$ cat config.mk
export PLATFORM = sky130hd
export DESIGN_NAME = line_sensor_angle_filter
export DESIGN_NICKNAME = d
export VERILOG_FILES = /design/src/hdl/lsaf_pkg.sv /design/src/hdl/line_sensor_angle_filter.sv
export SDC_FILE = /design/constraint.sdc
export NUM_CORES = 2
export LEC_CHECK = 0
export BUFFER_PORTS_ARGS = -buffer_cell sky130_fd_sc_hd__buf_2
export CORE_ASPECT_RATIO = 0.7
export CORE_MARGIN = 2
export CORE_UTILIZATION = 50
export CTS_CLUSTER_DIAMETER = 100
export DETAILED_ROUTE_END_ITERATION = 16
export PLACE_DENSITY_LB_ADDON = 0.3
export SLEW_MARGIN = 10
export SYNTH_ARGS = -nofsm -noshare
export SYNTH_HDL_FRONTEND = slang
export SYNTH_SLANG_ARGS = --single-unit
$ cat constraint.sdc
create_clock -name clk -period 21.3 [get_ports clk]
set_input_delay 3.195 -clock clk [delete_from_list [all_inputs] [get_ports clk]]
set_output_delay 3.195 -clock clk [all_outputs]
set_load 0.02 [all_outputs]
$ cat src/hdl/lsaf_pkg.sv
// Package: constants, sensor offsets and arctangent table for the line sensor angle filter.
`timescale 1ns / 1ps
package lsaf_pkg;

  localparam int MedianDepthDefault = 5;
  localparam int SensorCount = 8;
  localparam int CordicSteps = 16;
  localparam int AngleMaxQ16 = 4608 * 256;
  localparam int BaseDistance = 130;

  localparam logic [7:0] SampleCountReset = 8'd10;
  localparam logic [8:0] AlphaReset = 9'd90;
  localparam logic [12:0] DeadBandReset = 13'd691;

  localparam logic [1:0] REG_SAMPLE_COUNT = 2'd0;
  localparam logic [1:0] REG_ALPHA = 2'd1;
  localparam logic [1:0] REG_DEAD_BAND = 2'd2;

  function automatic logic signed [6:0] sensor_offset(input logic [2:0] idx);
    logic signed [6:0] v;
    case (idx)
      3'd0: v = -7'sd42;
      3'd1: v = -7'sd30;
      3'd2: v = -7'sd18;
      3'd3: v = -7'sd6;
      3'd4: v = 7'sd6;
      3'd5: v = 7'sd18;
      3'd6: v = 7'sd30;
      3'd7: v = 7'sd42;
      default: v = 7'sd0;
    endcase
    return v;
  endfunction

  function automatic logic [21:0] atan_step(input logic [3:0] idx);
    logic [21:0] v;
    case (idx)
      4'd0: v = 22'd2949120;
      4'd1: v = 22'd1740967;
      4'd2: v = 22'd919879;
      4'd3: v = 22'd466945;
      4'd4: v = 22'd234379;
      4'd5: v = 22'd117304;
      4'd6: v = 22'd58666;
      4'd7: v = 22'd29335;
      4'd8: v = 22'd14668;
      4'd9: v = 22'd7334;
      4'd10: v = 22'd3667;
      4'd11: v = 22'd1833;
      4'd12: v = 22'd917;
      4'd13: v = 22'd458;
      4'd14: v = 22'd229;
      4'd15: v = 22'd115;
      default: v = 22'd0;
    endcase
    return v;
  endfunction

endpackage

$ cat src/hdl/line_sensor_angle_filter.sv
// Line sensor angle filter: vote batches, CORDIC arctangent, median, EWMA and deadband.
`timescale 1ns / 1ps
// Frames are taken one per cycle while a batch fills. The frame that ends a batch
// starts a sequencer that runs hit summing over one shared multiply-add, 16 CORDIC
// steps through one shared shifter and adder pair, median selection over up to
// MEDIAN_DEPTH candidates once the window is full, and setup, rounding, window
// update, EWMA, deadband and output (the CORDIC steps and rounding are skipped when
// the line is lost or centered, and the window update as well when it is lost),
// during which in_stall is high. The result sits in an output register, so the next
// batch may fill while it waits to be taken; a batch that ends while it still waits
// holds in_stall high until the register is free.
module line_sensor_angle_filter #(
  parameter int MEDIAN_DEPTH = lsaf_pkg::MedianDepthDefault
) (
  input  logic               clk,
  input  logic               rst,
  input  logic               psel,
  input  logic               penable,
  input  logic               pwrite,
  input  logic [3:0]         paddr,
  input  logic [31:0]        pwdata,
  output logic [31:0]        prdata,
  output logic               pready,
  input  logic               in_valid,
  output logic               in_stall,
  input  logic [7:0]         sensor_bits,
  output logic               out_valid,
  input  logic               out_stall,
  output logic signed [13:0] bias_angle,
  output logic [7:0]         confirmed_mask,
  output logic [3:0]         line_count,
  output logic               line_lost
);
  import lsaf_pkg::*;

  localparam int PW = (MEDIAN_DEPTH > 1) ? $clog2(MEDIAN_DEPTH) : 1;
  localparam int FW = $clog2(MEDIAN_DEPTH + 1);
  localparam int MidRank = MEDIAN_DEPTH / 2;

  typedef enum logic [11:0] {
    ST_IDLE   = 12'b000000000001,
    ST_SUM    = 12'b000000000010,
    ST_PREP   = 12'b000000000100,
    ST_CORDIC = 12'b000000001000,
    ST_ROUND  = 12'b000000010000,
    ST_WRITE  = 12'b000000100000,
    ST_PICK   = 12'b000001000000,
    ST_MED    = 12'b000010000000,
    ST_MUL    = 12'b000100000000,
    ST_ADD    = 12'b001000000000,
    ST_BAND   = 12'b010000000000,
    ST_OUT    = 12'b100000000000
  } state_t;

  state_t state;

  logic [7:0]  sample_count;
  logic [8:0]  smoothing_alpha;
  logic [12:0] dead_band;

  logic [7:0]  hit_counts [SensorCount];
  logic [7:0]  frame_counter;
  logic signed [13:0] held_angle;
  logic signed [13:0] median_window [MEDIAN_DEPTH];
  logic [PW-1:0] window_pointer;
  logic [FW-1:0] window_fill;
  logic signed [22:0] smoothed_state;

  logic [3:0]  step;
  logic signed [17:0] pos_sum;
  logic [10:0] hit_sum;
  logic [7:0]  mask;
  logic [3:0]  count;
  logic signed [35:0] cx;
  logic signed [35:0] cy;
  logic signed [24:0] cz;
  logic        neg;
  logic signed [13:0] raw;
  logic signed [13:0] filt;
  logic signed [33:0] prod;

  logic [7:0]  n_eff;
  logic [7:0]  frame_next;
  logic        in_take;
  logic        out_take;
  logic        cfg_write;

  assign pready = 1'b1;
  assign cfg_write = psel && penable && pwrite;
  assign in_stall = (state != ST_IDLE);
  assign in_take = in_valid && !in_stall;
  assign out_take = out_valid && !out_stall;
  assign n_eff = (sample_count == 8'd0) ? 8'd1 : sample_count;
  assign frame_next = (frame_counter == 8'd255) ? frame_counter : frame_counter + 8'd1;

  always_comb begin
    case (paddr[3:2])
      REG_SAMPLE_COUNT: prdata = {24'd0, sample_count};
      REG_ALPHA: prdata = {23'd0, smoothing_alpha};
      REG_DEAD_BAND: prdata = {19'd0, dead_band};
      default: prdata = 32'd0;
    endcase
  end

  // shared datapath pieces
  logic [7:0] cur_hit;
  logic signed [15:0] hit_term;
  logic signed [35:0] sx;
  logic signed [35:0] sy;
  logic [17:0] pos_mag;
  logic signed [24:0] z_clamped;
  logic [12:0] r_mag;
  logic [PW-1:0] cand_idx;
  logic signed [13:0] cand;
  logic [MEDIAN_DEPTH-1:0] lt_vec;
  logic [MEDIAN_DEPTH-1:0] le_vec;
  logic [FW-1:0] lt_cnt;
  logic [FW-1:0] le_cnt;
  logic signed [23:0] diff;
  logic [8:0]  alpha_eff;
  logic signed [26:0] ewma_sum;
  logic signed [23:0] band;
  logic signed [23:0] round_out;

  assign cur_hit = hit_counts[step[2:0]];
  assign hit_term = $signed({1'b0, cur_hit}) * sensor_offset(step[2:0]);
  assign sx = cx >>> step;
  assign sy = cy >>> step;
  assign pos_mag = pos_sum[17] ? 18'(-pos_sum) : 18'(pos_sum);
  assign cand_idx = step[PW-1:0];
  assign cand = median_window[cand_idx];

  always_comb begin
    for (int j = 0; j < MEDIAN_DEPTH; j++) begin
      lt_vec[j] = median_window[j] < cand;
      le_vec[j] = median_window[j] <= cand;
    end
  end
  assign lt_cnt = FW'($countones(lt_vec));
  assign le_cnt = FW'($countones(le_vec));

  always_comb begin
    if (cz < 0) begin
      z_clamped = 25'sd0;
    end else if (cz > 25'(AngleMaxQ16)) begin
      z_clamped = 25'(AngleMaxQ16);
    end else begin
      z_clamped = cz;
    end
  end
  assign r_mag = 13'((z_clamped + 25'sd128) >>> 8);

  assign alpha_eff = (smoothing_alpha > 9'd256) ? 9'd256 : smoothing_alpha;
  assign diff = 24'(filt) * 24'sd256 - 24'(smoothed_state);
  assign ewma_sum = 27'(smoothed_state) + 27'((prod + 34'sd128) >>> 8);
  assign band = $signed({3'b000, dead_band, 8'd0});
  assign round_out = (24'(smoothed_state) + 24'sd128) >>> 8;

  always_ff @(posedge clk) begin
    if (rst) begin
      state <= ST_IDLE;
      sample_count <= SampleCountReset;
      smoothing_alpha <= AlphaReset;
      dead_band <= DeadBandReset;
      for (int i = 0; i < SensorCount; i++) hit_counts[i] <= 8'd0;
      frame_counter <= 8'd0;
      held_angle <= 14'sd0;
      for (int i = 0; i < MEDIAN_DEPTH; i++) median_window[i] <= 14'sd0;
      window_pointer <= '0;
      window_fill <= '0;
      smoothed_state <= 23'sd0;
      out_valid <= 1'b0;
      step <= 4'd0;
    end else begin
      if (cfg_write) begin
        case (paddr[3:2])
          REG_SAMPLE_COUNT: sample_count <= pwdata[7:0];
          REG_ALPHA: smoothing_alpha <= pwdata[8:0];
          REG_DEAD_BAND: dead_band <= pwdata[12:0];
          default: ;
        endcase
      end
      if (state == ST_OUT && (!out_valid || out_take)) begin
        out_valid <= 1'b1;
      end else if (out_take) begin
        out_valid <= 1'b0;
      end

      case (state)
        ST_IDLE: begin
          if (in_take) begin
            for (int i = 0; i < SensorCount; i++) begin
              if (!sensor_bits[i] && hit_counts[i] != 8'd255) begin
                hit_counts[i] <= hit_counts[i] + 8'd1;
              end
            end
            frame_counter <= frame_next;
            if (frame_next >= n_eff) begin
              state <= ST_SUM;
              step <= 4'd0;
            end
          end
        end
        ST_SUM: begin
          if (step == 4'd0) begin
            pos_sum <= 18'(hit_term);
            hit_sum <= 11'(cur_hit);
            mask <= {7'd0, cur_hit > (n_eff >> 1)};
            count <= {3'd0, cur_hit > (n_eff >> 1)};
          end else begin
            pos_sum <= pos_sum + 18'(hit_term);
            hit_sum <= hit_sum + 11'(cur_hit);
            mask[step[2:0]] <= cur_hit > (n_eff >> 1);
            count <= count + {3'd0, cur_hit > (n_eff >> 1)};
          end
          if (step == 4'd7) begin
            state <= ST_PREP;
            step <= 4'd0;
          end else begin
            step <= step + 4'd1;
          end
        end
        ST_PREP: begin
          neg <= pos_sum[17];
          step <= 4'd0;
          if (count == 4'd0) begin
            raw <= held_angle;
            state <= ST_PICK;
          end else if (pos_sum == 18'sd0) begin
            raw <= 14'sd0;
            state <= ST_WRITE;
          end else begin
            cx <= $signed({17'd0, 19'(hit_sum * 19'(BaseDistance))}) <<< 14;
            cy <= $signed({18'd0, pos_mag}) <<< 14;
            cz <= 25'sd0;
            state <= ST_CORDIC;
          end
        end
        ST_CORDIC: begin
          if (cy > 0) begin
            cx <= cx + sy;
            cy <= cy - sx;
            cz <= cz + $signed({3'b000, atan_step(step)});
          end else begin
            cx <= cx - sy;
            cy <= cy + sx;
            cz <= cz - $signed({3'b000, atan_step(step)});
          end
          step <= step + 4'd1;
          if (step == 4'(CordicSteps - 1)) state <= ST_ROUND;
        end
        ST_ROUND: begin
          raw <= neg ? -$signed({1'b0, r_mag}) : $signed({1'b0, r_mag});
          state <= ST_WRITE;
        end
        ST_WRITE: begin
          held_angle <= raw;
          median_window[window_pointer] <= raw;
          window_pointer <= (window_pointer == PW'(MEDIAN_DEPTH - 1)) ? '0
                            : window_pointer + PW'(1);
          if (window_fill < FW'(MEDIAN_DEPTH)) window_fill <= window_fill + FW'(1);
          state <= ST_PICK;
        end
        ST_PICK: begin
          step <= 4'd0;
          if (window_fill >= FW'(MEDIAN_DEPTH)) begin
            state <= ST_MED;
          end else begin
            filt <= raw;
            state <= ST_MUL;
          end
        end
        ST_MED: begin
          if (lt_cnt <= FW'(MidRank) && FW'(MidRank) < le_cnt) begin
            filt <= cand;
            state <= ST_MUL;
          end
          step <= step + 4'd1;
        end
        ST_MUL: begin
          prod <= 34'(diff) * $signed({1'b0, alpha_eff});
          state <= ST_ADD;
        end
        ST_ADD: begin
          smoothed_state <= ewma_sum[22:0];
          state <= ST_BAND;
        end
        ST_BAND: begin
          if (24'(smoothed_state) > -band && 24'(smoothed_state) < band) begin
            smoothed_state <= 23'sd0;
          end
          state <= ST_OUT;
        end
        ST_OUT: begin
          if (!out_valid || out_take) begin
            for (int i = 0; i < SensorCount; i++) hit_counts[i] <= 8'd0;
            frame_counter <= 8'd0;
            state <= ST_IDLE;
          end
        end
        default: state <= ST_IDLE;
      endcase
    end
  end

  always_ff @(posedge clk) begin
    if (state == ST_OUT && (!out_valid || out_take)) begin
      bias_angle <= round_out[13:0];
      confirmed_mask <= mask;
      line_count <= count;
      line_lost <= (count == 4'd0);
    end
  end

  a_fill_bound: assert property (@(posedge clk) disable iff (rst)
    window_fill <= FW'(MEDIAN_DEPTH))
    else $error("window fill beyond depth");

  a_batch_start: assert property (@(posedge clk) disable iff (rst)
    (in_take && frame_next >= n_eff) |=> state == ST_SUM)
    else $error("batch end did not start the sequencer");

  a_lost_flag: assert property (@(posedge clk) disable iff (rst)
    out_valid |-> (line_lost == (line_count == 4'd0)))
    else $error("line_lost disagrees with line_count");

  a_mask_count: assert property (@(posedge clk) disable iff (rst)
    out_valid |-> ($countones(confirmed_mask) == line_count))
    else $error("confirmed mask and count disagree");

endmodule
==> results.yml <==
route:
  drc_errors: 0
  avgRoutedWirePerCell_um: 20.0
  vias: 38200
  viasPerCell: 5.98
  routed_wl_mm: 128
  drt_iter0_markers: 3967
  dr.pass1.iters: 8
  drtAntennaViolNets: 0
clocking:
  clockRootBuffer: "clkbuf_16"
  clkSlewWorstSetupHoldPaths_ns: 0.06
  htreeDepth: 2
  insertion_delay_ns: 0.68
  tritoncts: "yes"
  post_cts_buffers: 0
  cts_sinks: 520
  cts_max_path_buffers: 3
  cts_made_buffers: 56
  cts_resized: 0
  cts_hold_buffers: 0
sta:
  fin_crit_sh_pct: 41.5
  worst_pin_slew_ns: 1.31
  finClkSkew_ns: 0.0871
  setup_viol: 0
  max_slew_margin_pct: 12.2
  hold_viol: 0
  min_period_ns: 8.83
  setup_tns_ns: 0
  drv_slew: 0
  rsz0062_at_grt: "no"
  fin_ws_ns: 12.47
  clock.fmax_mhz: 113
setup_path:
  r2r-end: "prod[30]$_DFFE_PP_"
  end_kind: "flop"
  rr_startpoint: "smoothed_state[8]$_SDFFE_PP0P_"
  reg2regPathDepth: 25
  cp-start-kind: "flop"
  crit_arrival_ns: 9.17
  required_ns: 21.64
  reg2reg_slack_ns: 12.47
  crit_path_end: "prod[30]$_DFFE_PP_"
  cp-startpoint: "smoothed_state[8]$_SDFFE_PP0P_"
  path_max_fanout: 10
  path_class: "flop to flop"
layout:
  instances_no_fill: 6385
  fin_nets: 5750
  syn_to_final_growth_pct: 7.18
  drive_gt1_share_pct: 9.18
min_path:
  hold_class: "flop to flop"
  min-delay-start: "mask[0]$_DFFE_PP_"
die:
  start_util_pct: 50.7
  die_area_mm2: 0.0984
  num_rows: 94
  ios: 113
  die_w_um: 374
  fp.dieH_um: 263
  core-area_mm2: 0.0944
placement:
  gp_congestion: 0.934
  place_ws_ns: 12.74
  hpwl_mm: 98.0
  port_buffers: 71
  place_inst: 6273
global_route:
  grt_start_max_net_pins: 80
  grt_antenna_before_repair: 7
  gr-usage-all-layers_pct: 25.5
  grt_pass1_wl_mm: 201
  grt_pass1_vias: 35800
  overflow: 0
pwr:
  power_mw: 2.56
  peakVddDrop_v: 0.0000771
  leakage_nw: 21.0
  p_per_area_mw_per_mm2: 49.9
yosys:
  synth_cell_types: 96
  postSynthCellCount: 5098
  synthArstFlopShare_pct: 0
  yosysWarnings: 0
  synth_edf_count: 361
  syn-cell-area_mm2: 0.0479
  syn_area_per_cell_um2: 9.40
  synthFlopType: "edfxtp_1"
  seq_area_frac_synth_pct: 29.3
  ys_ff_latch: 520
run:
  maxCapViolCount: 0
run_status:
  status: "complete, no violations"
-- cells in the final DEF (no fill, tap or decap), types with 27 or more instances in the layout --
cell / count
o21ai_0: 234
buf_2: 70
nand2b_1: 40
nor2_1: 488
fa_1: 201
edfxtp_1: 361
o31ai_1: 28
mux2i_1: 87
ha_1: 415
nor3_1: 106
nand4_1: 54
xor2_1: 173
nand3_1: 126
mux2_2: 43
and2_1: 138
and3_1: 55
nand2_1: 460
o21a_1: 58
nor4_1: 35
or2_2: 27
dfxtp_1: 153
nor2b_1: 88
a21o_1: 78
a21oi_1: 288
clkbuf_16: 60
a31oi_1: 35
a211oi_1: 30
inv_1: 385
mux4_2: 126
buf_4: 54
xnor2_1: 231
-- where the power goes --
part | switching, mW | leakage, nW | internal, mW | total (mW)
clock | 0.463 | 0.957 | 0.567 | 1.03
combinational | 0.245 | 15.4 | 0.179 | 0.424
sequential | 0.0119 | 4.70 | 1.09 | 1.11
total | 0.720 | 21.0 | 1.84 | 2.56
-- synth_stat cells, types with 21 or more instances --
cell type / count / share of area (%)
and3_1: 55 / 0.72
xnor2_1: 231 / 4.2
a21o_1: 78 / 1.2
nand4_1: 54 / 0.71
mux2i_1: 87 / 1.8
nor3_1: 108 / 1.1
xor2_1: 173 / 3.2
clkbuf_1: 149 / 1.2
nand3_1: 126 / 1.3
and2_1: 139 / 1.8
dfxtp_1: 159 / 6.6
a21oi_1: 289 / 3.0
mux2_2: 43 / 1.0
mux4_2: 126 / 5.9
fa_1: 201 / 8.4
o31ai_1: 28 / 0.44
inv_1: 386 / 3.0
a211o_1: 21 / 0.38
o21bai_1: 23 / 0.36
or3_1: 25 / 0.33
a22oi_1: 23 / 0.36
o21a_1: 58 / 0.91
o21ai_0: 234 / 2.4
buf_1: 22 / 0.17
nor2_1: 492 / 3.9
nor4_1: 38 / 0.50
or2_2: 27 / 0.35
nor2b_1: 89 / 1.2
edfxtp_1: 361 / 23
ha_1: 415 / 11
buf_4: 23 / 0.36
a31oi_1: 35 / 0.46
a211oi_1: 30 / 0.47
nand2b_1: 40 / 0.52
nand2_1: 460 / 3.6
-- metrics by stage --
stage	utilization [%]	instance area [um^2]	hold slack [ns]
after floorplan	-	48000	0.400
after global placement	52.3	49400	0.405
after detailed placement	52.3	49400	0.406
after CTS	54.4	51300	0.420
after global routing	54.4	51300	0.428
final	54.4	51400	0.424
-- logic make-up after synthesis --
kind of cell	Yosys count	share of synthesized area (%)
other	2	0.0157
muxes	261	8.96
adders and majority gates	616	19.2
DFF	520	29.3
and+or+nand+nor	1735	17.5
xor gates and xnor gates	404	7.39
AOI/OAI and AO/OA	957	12.5
buffers and inverters	603	5.12
-- final cells by class --
cell class / instances / area (um^2)
fill: 8405 / 43100
multi-input combinational: 3993 / 31600
sequential: 520 / 14000
clock buffer: 70 / 1600
tap: 1248 / 1560
inverter: 388 / 1460
timing repair buffer: 124 / 756
clock inverter: 36 / 343
antenna: 6 / 15.0
-- per-layer routing --
metal	up-vias	GRT usage, %	part of all wire (%)
met5	-	0	0
met4	0	5.41	1.9
met3	136	5.76	10
met2	1479	34.3	39
met1	18500	40.7	48
li1	18100	-	-
-- how the worst min path moves through the flow --
stage | cells past startpoint | end
floorplan | 0 | confirmed_mask[0]$_DFFE_PP_
global placement | 0 | confirmed_mask[0]$_DFFE_PP_
detailed placement | 0 | confirmed_mask[0]$_DFFE_PP_
CTS | 0 | confirmed_mask[0]$_DFFE_PP_
global route | 0 | confirmed_mask[0]$_DFFE_PP_
finish | 0 | confirmed_mask[0]$_DFFE_PP_
-- registers in the layout (all words and copies together) (netlist names), 8 cells and up, named ones only --
signal and cells:
cy 36, hit_sum 11, cx 36, dead_band 13, filt 14, smoothed_state 23
sample_count 8, hit_counts 64, prod 24, cz 25, state 12, smoothing_alpha 9
mask 8, held_angle 14, median_window 112, bias_angle 14, confirmed_mask 8, raw 14
pos_sum 17, frame_counter 8
-- worst max-delay path: stages, from the launching register on --
cell      delay [ns]
dfxtp_1         0.56
inv_1           0.17
ha_1            0.48
a41oi_1         0.26
a221oi_1        0.65
o21a_1          0.24
a21oi_1         0.08
xnor2_1         0.89
nand2_1         0.18
fa_1            0.55
inv_1           0.06
fa_1            0.53
fa_1            0.48
fa_1            0.57
inv_1           0.06
fa_1            0.52
inv_1           0.04
ha_1            0.35
and4_1          0.20
nand2_1         0.06
a211oi_1        0.54
nor2_1          0.13
o21ai_0         0.48
and4_1          0.27
nor3_1          0.06
xor2_1          0.15
Note: power is estimated with default switching activity, not from simulation.
